==> src/sv/adcs_pkg.sv <==
package adcs_pkg;

	localparam int unsigned FIFO_DEPTH_DEF   = 1024;
	localparam int unsigned MAX_CHANNELS_DEF = 16;

	localparam int unsigned SAMPLE_W = 16;
	localparam int unsigned CFG_W    = 5;
	localparam int unsigned SLOT_W   = 4;

	localparam logic [7:0]        CMD_START_BIT  = 8'h80;
	localparam logic [SLOT_W-1:0] SLOTS_PER_CONV = 4'd8;
	localparam logic [CFG_W-1:0]  ACTIVE_RESET   = 5'd8;

	typedef enum logic [1:0] {
		CMD_SCAN      = 2'd0,
		CMD_READ      = 2'd1,
		CMD_FLUSH     = 2'd2,
		CMD_FLUSH_ALL = 2'd3
	} cmd_t;

	typedef enum logic [1:0] {
		ST_OK       = 2'd0,
		ST_OVERFLOW = 2'd1,
		ST_EMPTY    = 2'd2,
		ST_RANGE    = 2'd3
	} status_t;

	typedef enum logic [2:0] {
		OP_PUSH,
		OP_READ,
		OP_FLUSH,
		OP_FLUSH_ALL,
		OP_RANGE
	} op_kind_t;

	// classified command, front to back
	typedef struct packed {
		op_kind_t            kind;
		logic [SLOT_W-1:0]   channel;
		logic [SAMPLE_W-1:0] sample;
		logic [7:0]          tx_command;
		logic                chip_select;
		logic [SLOT_W-1:0]   dest_channel;
	} op_t;

	typedef struct packed {
		logic [7:0]          tx_command;
		logic                chip_select;
		logic [SLOT_W-1:0]   dest_channel;
		status_t             status;
		logic [SAMPLE_W-1:0] read_data;
	} res_t;

endpackage

==> src/sv/adcs_front.sv <==
module adcs_front import adcs_pkg::*; #(
	parameter int unsigned MAX_CHANNELS = MAX_CHANNELS_DEF
) (
	input  logic                       clk,
	input  logic                       arst_n,
	input  logic                       cfg_we,
	input  logic [CFG_W-1:0]           cfg_wdata,
	input  logic                       push,
	output logic                       full,
	input  logic [1:0]                 cmd,
	input  logic [SLOT_W-1:0]          slot,
	input  logic signed [SAMPLE_W-1:0] sample,
	input  logic [SLOT_W-1:0]          channel,
	output logic                       op_valid,
	output op_t                        op,
	input  logic                       op_pop
);

	logic [CFG_W-1:0]  active_q;
	logic [CFG_W-1:0]  eff;
	logic [SLOT_W-1:0] dest;
	op_t               cls;

	op_t               q_op_q [2];
	logic              q_wr_q;
	logic              q_rd_q;
	logic [1:0]        q_cnt_q;
	logic              acc;

	always_comb begin
		if (active_q == '0)
			eff = CFG_W'(1);
		else if (active_q > CFG_W'(MAX_CHANNELS))
			eff = CFG_W'(MAX_CHANNELS);
		else
			eff = active_q;
	end

	// slot 0 wraps to min(7, last), slot 8 to the last
	always_comb begin
		if (slot == '0)
			dest = (eff >= CFG_W'(SLOTS_PER_CONV)) ? 4'd7 : SLOT_W'(eff - CFG_W'(1));
		else if (slot == SLOTS_PER_CONV)
			dest = SLOT_W'(eff - CFG_W'(1));
		else
			dest = slot - 4'd1;
	end

	always_comb begin
		cls = '0;
		cls.sample = sample;
		cls.channel = channel;
		cls.kind = OP_RANGE;
		unique case (cmd_t'(cmd))
			CMD_SCAN: begin
				cls.tx_command = CMD_START_BIT | {5'd0, slot[2:0]};
				cls.chip_select = slot[3];
				if ({1'b0, slot} < eff) begin
					cls.kind = OP_PUSH;
					cls.dest_channel = dest;
					cls.channel = dest;
				end
			end
			CMD_READ: begin
				if ({1'b0, channel} < eff)
					cls.kind = OP_READ;
			end
			CMD_FLUSH: begin
				if ({1'b0, channel} < eff)
					cls.kind = OP_FLUSH;
			end
			CMD_FLUSH_ALL: cls.kind = OP_FLUSH_ALL;
			default: cls.kind = OP_RANGE;
		endcase
	end

	assign full = (q_cnt_q == 2'd2);
	assign acc = push && !full;
	assign op_valid = (q_cnt_q != 2'd0);
	assign op = q_op_q[q_rd_q];

	always_ff @(posedge clk or negedge arst_n) begin
		if (!arst_n) begin
			active_q <= ACTIVE_RESET;
			q_wr_q <= 1'b0;
			q_rd_q <= 1'b0;
			q_cnt_q <= 2'd0;
		end else begin
			if (cfg_we)
				active_q <= cfg_wdata;
			if (acc)
				q_wr_q <= !q_wr_q;
			if (op_pop)
				q_rd_q <= !q_rd_q;
			q_cnt_q <= q_cnt_q + 2'(acc) - 2'(op_pop);
		end
	end

	always_ff @(posedge clk) begin
		if (acc)
			q_op_q[q_wr_q] <= cls;
	end

endmodule

==> config.mk <==
export PLATFORM = sky130hd
export DESIGN_NAME = adcs_front
export DESIGN_NICKNAME = d
export VERILOG_FILES = /design/src/sv/adcs_pkg.sv /design/src/sv/adcs_front.sv
export SDC_FILE = /design/constraint.sdc
export NUM_CORES = 1
export LEC_CHECK = 0
export ABC_AREA = 1
export BUFFER_PORTS_ARGS = -buffer_cell sky130_fd_sc_hd__buf_4
export CAP_MARGIN = 20
export CORE_UTILIZATION = 41
export DETAILED_ROUTE_END_ITERATION = 8
export PLACE_DENSITY = 0.72
export RECOVER_POWER = 25
export SLEW_MARGIN = 20
export SYNTH_ARGS = -nofsm -noshare
export SYNTH_HDL_FRONTEND = slang
export SYNTH_SLANG_ARGS = --single-unit
==> constraint.sdc <==
create_clock -name clk -period 3.28 [get_ports clk]
set_input_delay 0.164 -clock clk [delete_from_list [all_inputs] [get_ports clk]]
set_output_delay 0.164 -clock clk [all_outputs]
set_load 0.05 [all_outputs]
# Yosys cells after proc, flatten, opt, wreduce, memory -nomap -nowiden
# Memory sizes are Yosys's and may differ from the RTL's.
# Cells that the tools add are included.
[word_totals]
regBits = 9
ram_bits = 72
input_bits = 36
wordCells = 40
memories = 1
[memory_table]
columns = ["memory", "words", "word_bits", "read_ports", "rd_ports_with_merged_regs", "wr", "line", "source"]
rows = [
  ["q_op_q", 2, 36, 1, 0, 1, "adcs_front.sv:24", "op_t q_op_q [2];"],
]
[op_classes]
addsub = 4
magnitude_cmp = 4
eq_ne = 5
n_mux = 14
reduce_logical = 8
[ops]
columns = ["op", "count"]
rows = [
  ["$mux 4", 5],
  ["$mux 13", 1],
  ["$pmux 3 s4", 1],
  ["$lt 4x5->1", 2],
  ["$mux 5", 2],
  ["$sub 4x1->4 const B", 2],
  ["$mux 7", 1],
  ["$eq 2x2->1 const B", 3],
  ["$mux 3", 2],
  ["$ge 5x4->1 const B", 1],
  ["$gt 5x5->1 const B", 1],
  ["$logic_not 5->1", 1],
  ["$eq 4x4->1 const B", 1],
  ["$logic_not 4->1", 1],
  ["$logic_not 1->1", 3],
  ["$add 2x1->2", 1],
  ["$eq 2x1->1 const B", 1],
  ["$logic_not 2->1", 1],
  ["$mux 1", 2],
  ["$reduce_bool 2->1", 1],
  ["$sub 2x1->2", 1],
  ["$logic_and 1x1->1", 1],
]

# Logic depth before layout (Yosys ltp)
# Gate-level depths: netlist of run 1.
[logic_depth]
word_depth = 8
depth_mapped = 13
depth_no_buf = 12

# Least setup slack after synthesis of run 1
# Ideal clock, no wire load.
[synth_path]
path_type = "flip-flop to flip-flop"
from = "reg q_cnt_q[1]"
to = "mem q_op_q[0][0] (netlist bit), enable pin"
setup_ns = 0.421
arrival_time_ns = 1.932
slack_ns = 0.927
stages_incl_launch_ff = 4
synth_period_minus_slack_ns = 2.353
path_cell_list = "dfrtp_1 -> inv_1 -> o21ai_1 -> nor2_1"
[synth_between]
elab_chain_len = 5
[synth_rtl]
columns = ["item", "line", "source"]
rows = [
  ["start: declaration", "adcs_front.sv:27", "logic [1:0] q_cnt_q;"],
  ["start signal: assignment", "adcs_front.sv:95", "q_cnt_q <= q_cnt_q + 2'(acc) - 2'(op_pop);"],
  ["$eq 2x2->1", "adcs_front.sv:77", "assign full = (q_cnt_q == 2'd2);"],
  ["$logic_not 1->1", "adcs_front.sv:78", "assign acc = push && !full;"],
  ["$logic_and 1x1->1", "adcs_front.sv:78", ""],
  ["$mux 1", "adcs_front.sv:100", "if (acc)"],
  ["$mux 1 (implied by the code)", "adcs_front.sv:101", "q_op_q[q_wr_q] <= cls;"],
  ["end: declaration", "adcs_front.sv:24", ""],
]
# No other way between the ends.

==> impl_metrics.json, run 1 <==
{
  "status": "finished clean",
  "die-area_um2": 8320,
  "final_core_util": 0.548,
  "cts_buffers": 9,
  "skew_ps": 7.37,
  "cap_violations": 0,
  "max_slew.worst_pin.slew_ps": 957,
  "drive_above_1_share": 0.410,
  "synth_area_per_cell_um2": 14.0,
  "grt_pass1_wl_um": 9620,
  "cp.arrival_ps": 2240,
  "io_pins": 74,
  "async_reset_ff_frac": 0.123,
  "p_sw_uw": 1520,
  "finalCriticalPeriod_ps": 2160,
  "slew_headroom": 0.361,
  "clock-sinks": 73,
  "cts_max_path_buffers": 2,
  "drt_iter0_drc": 71,
  "cp_slowest_cell": "dfrtp_1",
  "rsz0062_at_grt": "false",
  "seq_area_frac_synth": 0.658,
  "hold_ws_ps": 31.9,
  "start_util": 0.422,
  "pwr-share-seq": 0.360,
  "drt-total-wl_um": 5800,
  "fin_crit_sh": 0.657,
  "final.setup.tns_ps": 0,
  "post_cts_resized": 0,
  "cp-end-kind": "flop",
  "synth_commonest_cells": "64 x edfxtp_1, 34 x mux2_2, 26 x nand2_1, 22 x nor2_1, 18 x inv_1",
  "dp_slack_ps": 1170,
  "synth_cell_types": 33,
  "multiInputGateArea_um2": 992,
  "synthesis.area_um2": 3260,
  "ant_nets": 0,
  "synth-main-ff-cell": "edfxtp_1",
  "synth_cells": 234,
  "p_int_uw": 2170,
  "path_cells": "inv_2, nand2_1, ha_1, a21o_1, a22oi_2, nand3_2, nand2_1, o21ai_2",
  "setup_viol": 0,
  "die_h_um": 91.2,
  "switching_share": 0.412,
  "fillCellCount": 671,
  "gp_congestion": 0.787,
  "io_buffers": 69,
  "worstSkewPairLatency_ps": 340,
  "cp_max_fo": 12,
  "yosys.area.top_type": "edfxtp_1",
  "worst_slack_ps": 1120,
  "hold_viol": 0,
  "synth.most_common_cell": "edfxtp_1",
  "wl_per_cell_um": 13.4,
  "power_leakage_uw": 0.00173,
  "drc_errors": 0,
  "core_area_um2": 7730,
  "first_pass_iters": 4,
  "ys_seq_elements": 73,
  "synth_edf_count": 64,
  "fmax_mhz": 464,
  "hold_path.class": "in2reg",
  "grt_pass1_vias": 2063,
  "seq_area_um2": 2150,
  "yosys_warnings": 0,
  "final_nets": 373,
  "hpwl_um": 3960,
  "cts_tree": "done",
  "combPwrFrac": 0.453,
  "path_clk_slew_ps": 70,
  "drv_slew": 0,
  "fp.dieW_um": 91.2,
  "path_common_cell": "nand2_1",
  "grt_max_degree": 33,
  "max_stage_delay_ps": 480,
  "overflow": 0,
  "synth_area_leaders": "edfxtp_1 59%, mux2_2 12%, dfrtp_1 6.1%",
  "cts-root-buf": "clkbuf_8",
  "vdd.ir_drop.worst_uv": 447,
  "synth_top_area_share": 0.589,
  "syn_to_final_growth_pct": 29.8,
  "power_density_nw_per_um2": 871,
  "track_usage": 0.151,
  "cts_max_level": 3,
  "finalPower_uw": 3690,
  "antenna_found_initial": 0,
  "required_ps": 3370,
  "clockPowerShare": 0.187,
  "n_antenna_cell": 0,
  "vias_per_cell": 4.71,
  "start_kind": "flop",
  "placementRows": 32,
  "vias": 2046,
  "worstSetupPathType": "reg2reg"
}
[final timing paths]
check,to,startpoint,cells past startpoint,slack (ps)
min,active_q[4],cfg_wdata[4],3,30
max reg2reg,q_op_q[1][32],active_q[4],8,1120
min in group asynchronous,q_cnt_q[1],arst_n,2,280
min reg2reg,q_rd_q,q_rd_q,1,500
max,q_op_q[1][32],active_q[4],8,1120
max in group asynchronous,active_q[3],arst_n,2,2650
[registers in the layout, summed over array words and instances (netlist names)]
name / flops
q_cnt_q: 2
active_q: 5
q_wr_q: 1
q_op_q: 64
q_rd_q: 1
[power by group through the flow]
stage	clock network (uW)	registers (uW)	logic, uW
floorplan	0	1330	1230
global placement	0	1340	1660
detailed placement	0	1350	1670
CTS	712	1330	1700
global route	747	1350	1770
finish	690	1330	1670
[metrics by stage]
stage | area (um^2) | instances
after floorplan | 3280 | 237
after global placement | 3890 | 400
after detailed placement | 3890 | 400
after CTS | 4260 | 434
after global routing | 4240 | 434
final | 4240 | 434
[layer usage]
layer | GRT usage | wire length [um] | up-vias
met5 | 0 | 0 | -
met3 | 0.0486 | 312 | 5
met1 | 0.186 | 2670 | 968
li1 | - | - | 999
met4 | 0.0476 | 51 | 0
met2 | 0.254 | 2760 | 74
[cell families after synthesis]
kind of cell	Yosys count	synth area share
fa+ha+maj	10	0.0383
mux	34	0.117
other cells	1	0.00115
simple gates	58	0.0759
buf+inv	31	0.0437
flops	73	0.658
xor+xnor	5	0.0134
compound gates	22	0.0521
[final cells by class]
type	instances	area share
clock inverter	7	0.0162
inverter	21	0.0186
timing repair buffer	89	0.165
clock buffer	9	0.0292
sequential	73	0.507
tap	102	0.0301
multi-input combinational	133	0.234
[layout by cell type (no fill, tap or decap), types with 2 or more instances in the layout]
cell type       n
a21oi_1         3
inv_1          18
xnor2_1         2
conb_1          4
inv_2           3
o21ai_2         4
clkinv_2        2
o21ai_1         3
nand2_2         3
o211ai_1        2
xor2_1          3
edfxtp_1       64
nand2_1        26
nand3_1         3
clkbuf_1        4
nor2_4          2
mux2_2         34
clkbuf_8        9
buf_4          56
nor2_1         21
clkbuf_4       11
dfrtp_1         8
ha_1           10
o21ai_0         4
dlygate4sd3_1  18
[critical path, delay by kind of cell, from the launching register on]
kind | cells | cell delay [ps]
AOI/OAI and AO/OA | 3 | 440
adders and majority gates | 1 | 310
buffers and inverters | 1 | 130
DFF | 1 | 480
and+or+nand+nor | 3 | 550
[timing repair]
| action | in CTS | in global routing |
|---|---|---|
| hold buffers | 18 | 0 |
| setup buffers | 0 | 0 |
| endpoints found under the setup margin | 0 | 0 |
| endpoints found under the hold margin | 42 | 0 |
(Power assumes the default switching activity.)
==> run 2, diff against run 1 <==
--- a/config.mk
+++ b/config.mk
@@ -5,12 +5,12 @@
 export SDC_FILE = /design/constraint.sdc
 export NUM_CORES = 1
 export LEC_CHECK = 0
-export ABC_AREA = 1
+export ABC_AREA = 0
 export BUFFER_PORTS_ARGS = -buffer_cell sky130_fd_sc_hd__buf_4
 export CAP_MARGIN = 20
 export CORE_UTILIZATION = 41
 export DETAILED_ROUTE_END_ITERATION = 8
-export PLACE_DENSITY = 0.72
+export PLACE_DENSITY = 0.75
 export RECOVER_POWER = 25
 export SLEW_MARGIN = 20
 export SYNTH_ARGS = -nofsm -noshare
==> constraint.sdc (replaced) <==
create_clock -name clk -period 1.94 [get_ports clk]
set_input_delay 0.097 -clock clk [delete_from_list [all_inputs] [get_ports clk]]
set_output_delay 0.097 -clock clk [all_outputs]
set_load 0.05 [all_outputs]
==> run 2 against run 1 <==
  * The run now ends with setup timing left
  * Non-clock buffer count is 23 higher
  * Die area down 3.0%
  * Power rose by 76%
  * Register-to-register slack got worse by 1200 ps
  * Sequential power is 69% higher
  * Combinational power increased by 77%
  * Synthesized cell count shrank 13%
  * Critical path type unchanged
==> impl_metrics.json, run 2 <==
{
  "status": "complete, but fails checks",
  "violations": "setup timing",
  "start_util": 0.430,
  "min_to": "q_op_q[1][6]",
  "cp-end-kind": "flop",
  "layout_commonest_cell": "buf_4",
  "grt_max_degree": 33,
  "synth_edf_count": 64,
  "synth_area_per_cell_um2": 15.6,
  "hpwl_um": 3930,
  "setup_viol": 22,
  "ys_seq_elements": 73,
  "io_pins": 74,
  "reg.largest.list": "q_op_q: 64 flops, active_q: 5 flops, q_cnt_q: 2 flops",
  "wl_per_cell_um": 14.3,
  "path_clk_slew_ps": 70,
  "power_density_nw_per_um2": 1440,
  "fmax_mhz": 484,
  "async_reset_ff_frac": 0.123,
  "drv_slew": 0,
  "yosys_warnings": 0,
  "syn_to_final_growth_pct": 42.2,
  "hold_ws_ps": 104,
  "synth_top_area_share": 0.607,
  "seq_area_um2": 2150,
  "cts_max_level": 3,
  "fillCellCount": 588,
  "largest_reg_flops": 64,
  "synth-main-ff-cell": "edfxtp_1",
  "r2r_slack_ps": -120,
  "cap_violations": 0,
  "worstSetupPathType": "reg2reg",
  "core_area_um2": 7370,
  "synth_area_leaders": "edfxtp_1 61%, mux2_2 12%, dfrtp_1 6.3%",
  "synth.most_common_cell": "edfxtp_1",
  "cts_max_path_buffers": 2,
  "reg2reg_depth": 7,
  "largest_register": "q_op_q",
  "skew_ps": 7.84,
  "timing.rr.end": "q_op_q[1][29]",
  "drive_above_1_share": 0.475,
  "place_area_um2": 3960,
  "gp_congestion": 0.825,
  "final.setup.tns_ps": -1420,
  "placementRows": 31,
  "vias": 1997,
  "first_pass_iters": 3,
  "cts-root-buf": "clkbuf_8",
  "hold_path.class": "in2reg",
  "grt_pass1_wl_um": 9690,
  "multiInputGateArea_um2": 1040,
  "antenna_found_initial": 0,
  "final_nets": 365,
  "ant_nets": 0,
  "cp.arrival_ps": 2250,
  "vdd.ir_drop.worst_uv": 1290,
  "clock-sinks": 73,
  "hold_viol": 0,
  "cp_max_fo": 6,
  "finalCriticalPeriod_ps": 2060,
  "synthesis.area_um2": 3170,
  "min_from": "cmd[0]",
  "required_ps": 2120,
  "die-area_um2": 8080,
  "worstSkewPairLatency_ps": 340,
  "design_area_um2": 4500,
  "overflow": 0,
  "synth_cells": 203,
  "die_h_um": 89.9,
  "n_antenna_cell": 0,
  "layout_common_cells": "68 x buf_4, 64 x edfxtp_1, 35 x mux2_2",
  "drt_iter0_drc": 42,
  "fin_crit_sh": 1.06,
  "grt_pass1_vias": 2073,
  "drt-total-wl_um": 6060,
  "cts_buffers": 9,
  "yosys.area.top_type": "edfxtp_1",
  "io_buffers": 69,
  "min_path_cells": 2,
  "power_leakage_uw": 0.00179,
  "start_kind": "flop",
  "max_slew.worst_pin.slew_ps": 508,
  "vias_per_cell": 4.72,
  "drc_errors": 0,
  "synth_cell_types": 38,
  "seq_area_frac_synth": 0.679,
  "worst_slack_ps": -124,
  "fp.dieW_um": 89.9,
  "synth_commonest_cells": "64 x edfxtp_1, 35 x mux2_2, 10 x ha_1, 10 x inv_1, 8 x dfrtp_1",
  "slew_headroom": 0.662,
  "finalPower_uw": 6490,
  "r2r_start": "active_q[3]",
  "rsz0062_at_grt": "true",
  "cts_tree": "done",
  "track_usage": 0.155
}
-- run 2: power breakdown --
group / internal [uW] / switching (uW) / leakage [uW]
logic: 1070 / 1880 / 0.000975
registers: 2130 / 115 / 0.000706
clock network: 724 / 562 / 0.000107
-- run 2: worst max path at each step --
stage,from,to,depth (start not counted)
floorplan,active_q[3],q_op_q[0][29],7
global placement,active_q[3],q_op_q[0][32],7
detailed placement,active_q[3],q_op_q[0][29],7
CTS,active_q[3],q_op_q[0][31],8
global route,active_q[3],q_op_q[1][30],7
finish,active_q[3],q_op_q[1][29],7
-- run 2: cell type report --
cell class	count	share of cell area
Timing Repair Buffer	112	0.207
Inverter	10	0.00834
Clock buffer	9	0.0275
Clock inverter	7	0.0208
Sequential cell	73	0.477
Multi-Input combinational cell	113	0.231
Tap cell	99	0.0275
-- run 2: kinds of logic after synthesis --
| logic type | Yosys count | share of synthesized area |
|---|---|---|
| compound gates | 24 | 0.0549 |
| xor+xnor | 4 | 0.0111 |
| fa+ha+maj | 10 | 0.0395 |
| buf+inv | 20 | 0.0285 |
| flops | 73 | 0.679 |
| mux | 36 | 0.128 |
| other cells | 1 | 0.00118 |
| simple gates | 35 | 0.0585 |
-- run 2: critical path: stages, from the launching register on --
cell and delay [ps]:
dfstp_2 530, or2b_1 260, ha_4 240, a21oi_4 130
o211ai_1 130, a21boi_2 280, o311a_1 230, o21bai_2 120
-- run 2: stage by stage --
step	util	std cells	setup slack, ps
final	0.611	423	-124
after global routing	0.611	423	-252
after floorplan	-	206	-143
after detailed placement	0.537	379	-150
after CTS	0.605	421	-129
after global placement	0.537	379	-97.2
-- run 2: timing repair --
action,CTS,global route
pin swaps,6,6
hold buffers,25,0
endpoints found under the hold margin,47,0
buffers inserted,1,2
setup endpoints to repair,22,22
resized for setup,6,9
-- run 2: routing by layer --
| metal | routed length [um] | vias to the layer above | global-route usage |
|---|---|---|---|
| met5 | 0 | - | 0 |
| met4 | 41 | 0 | 0.0591 |
| met3 | 266 | 5 | 0.0389 |
| met2 | 3080 | 56 | 0.263 |
| met1 | 2670 | 952 | 0.192 |
| li1 | - | 984 | - |
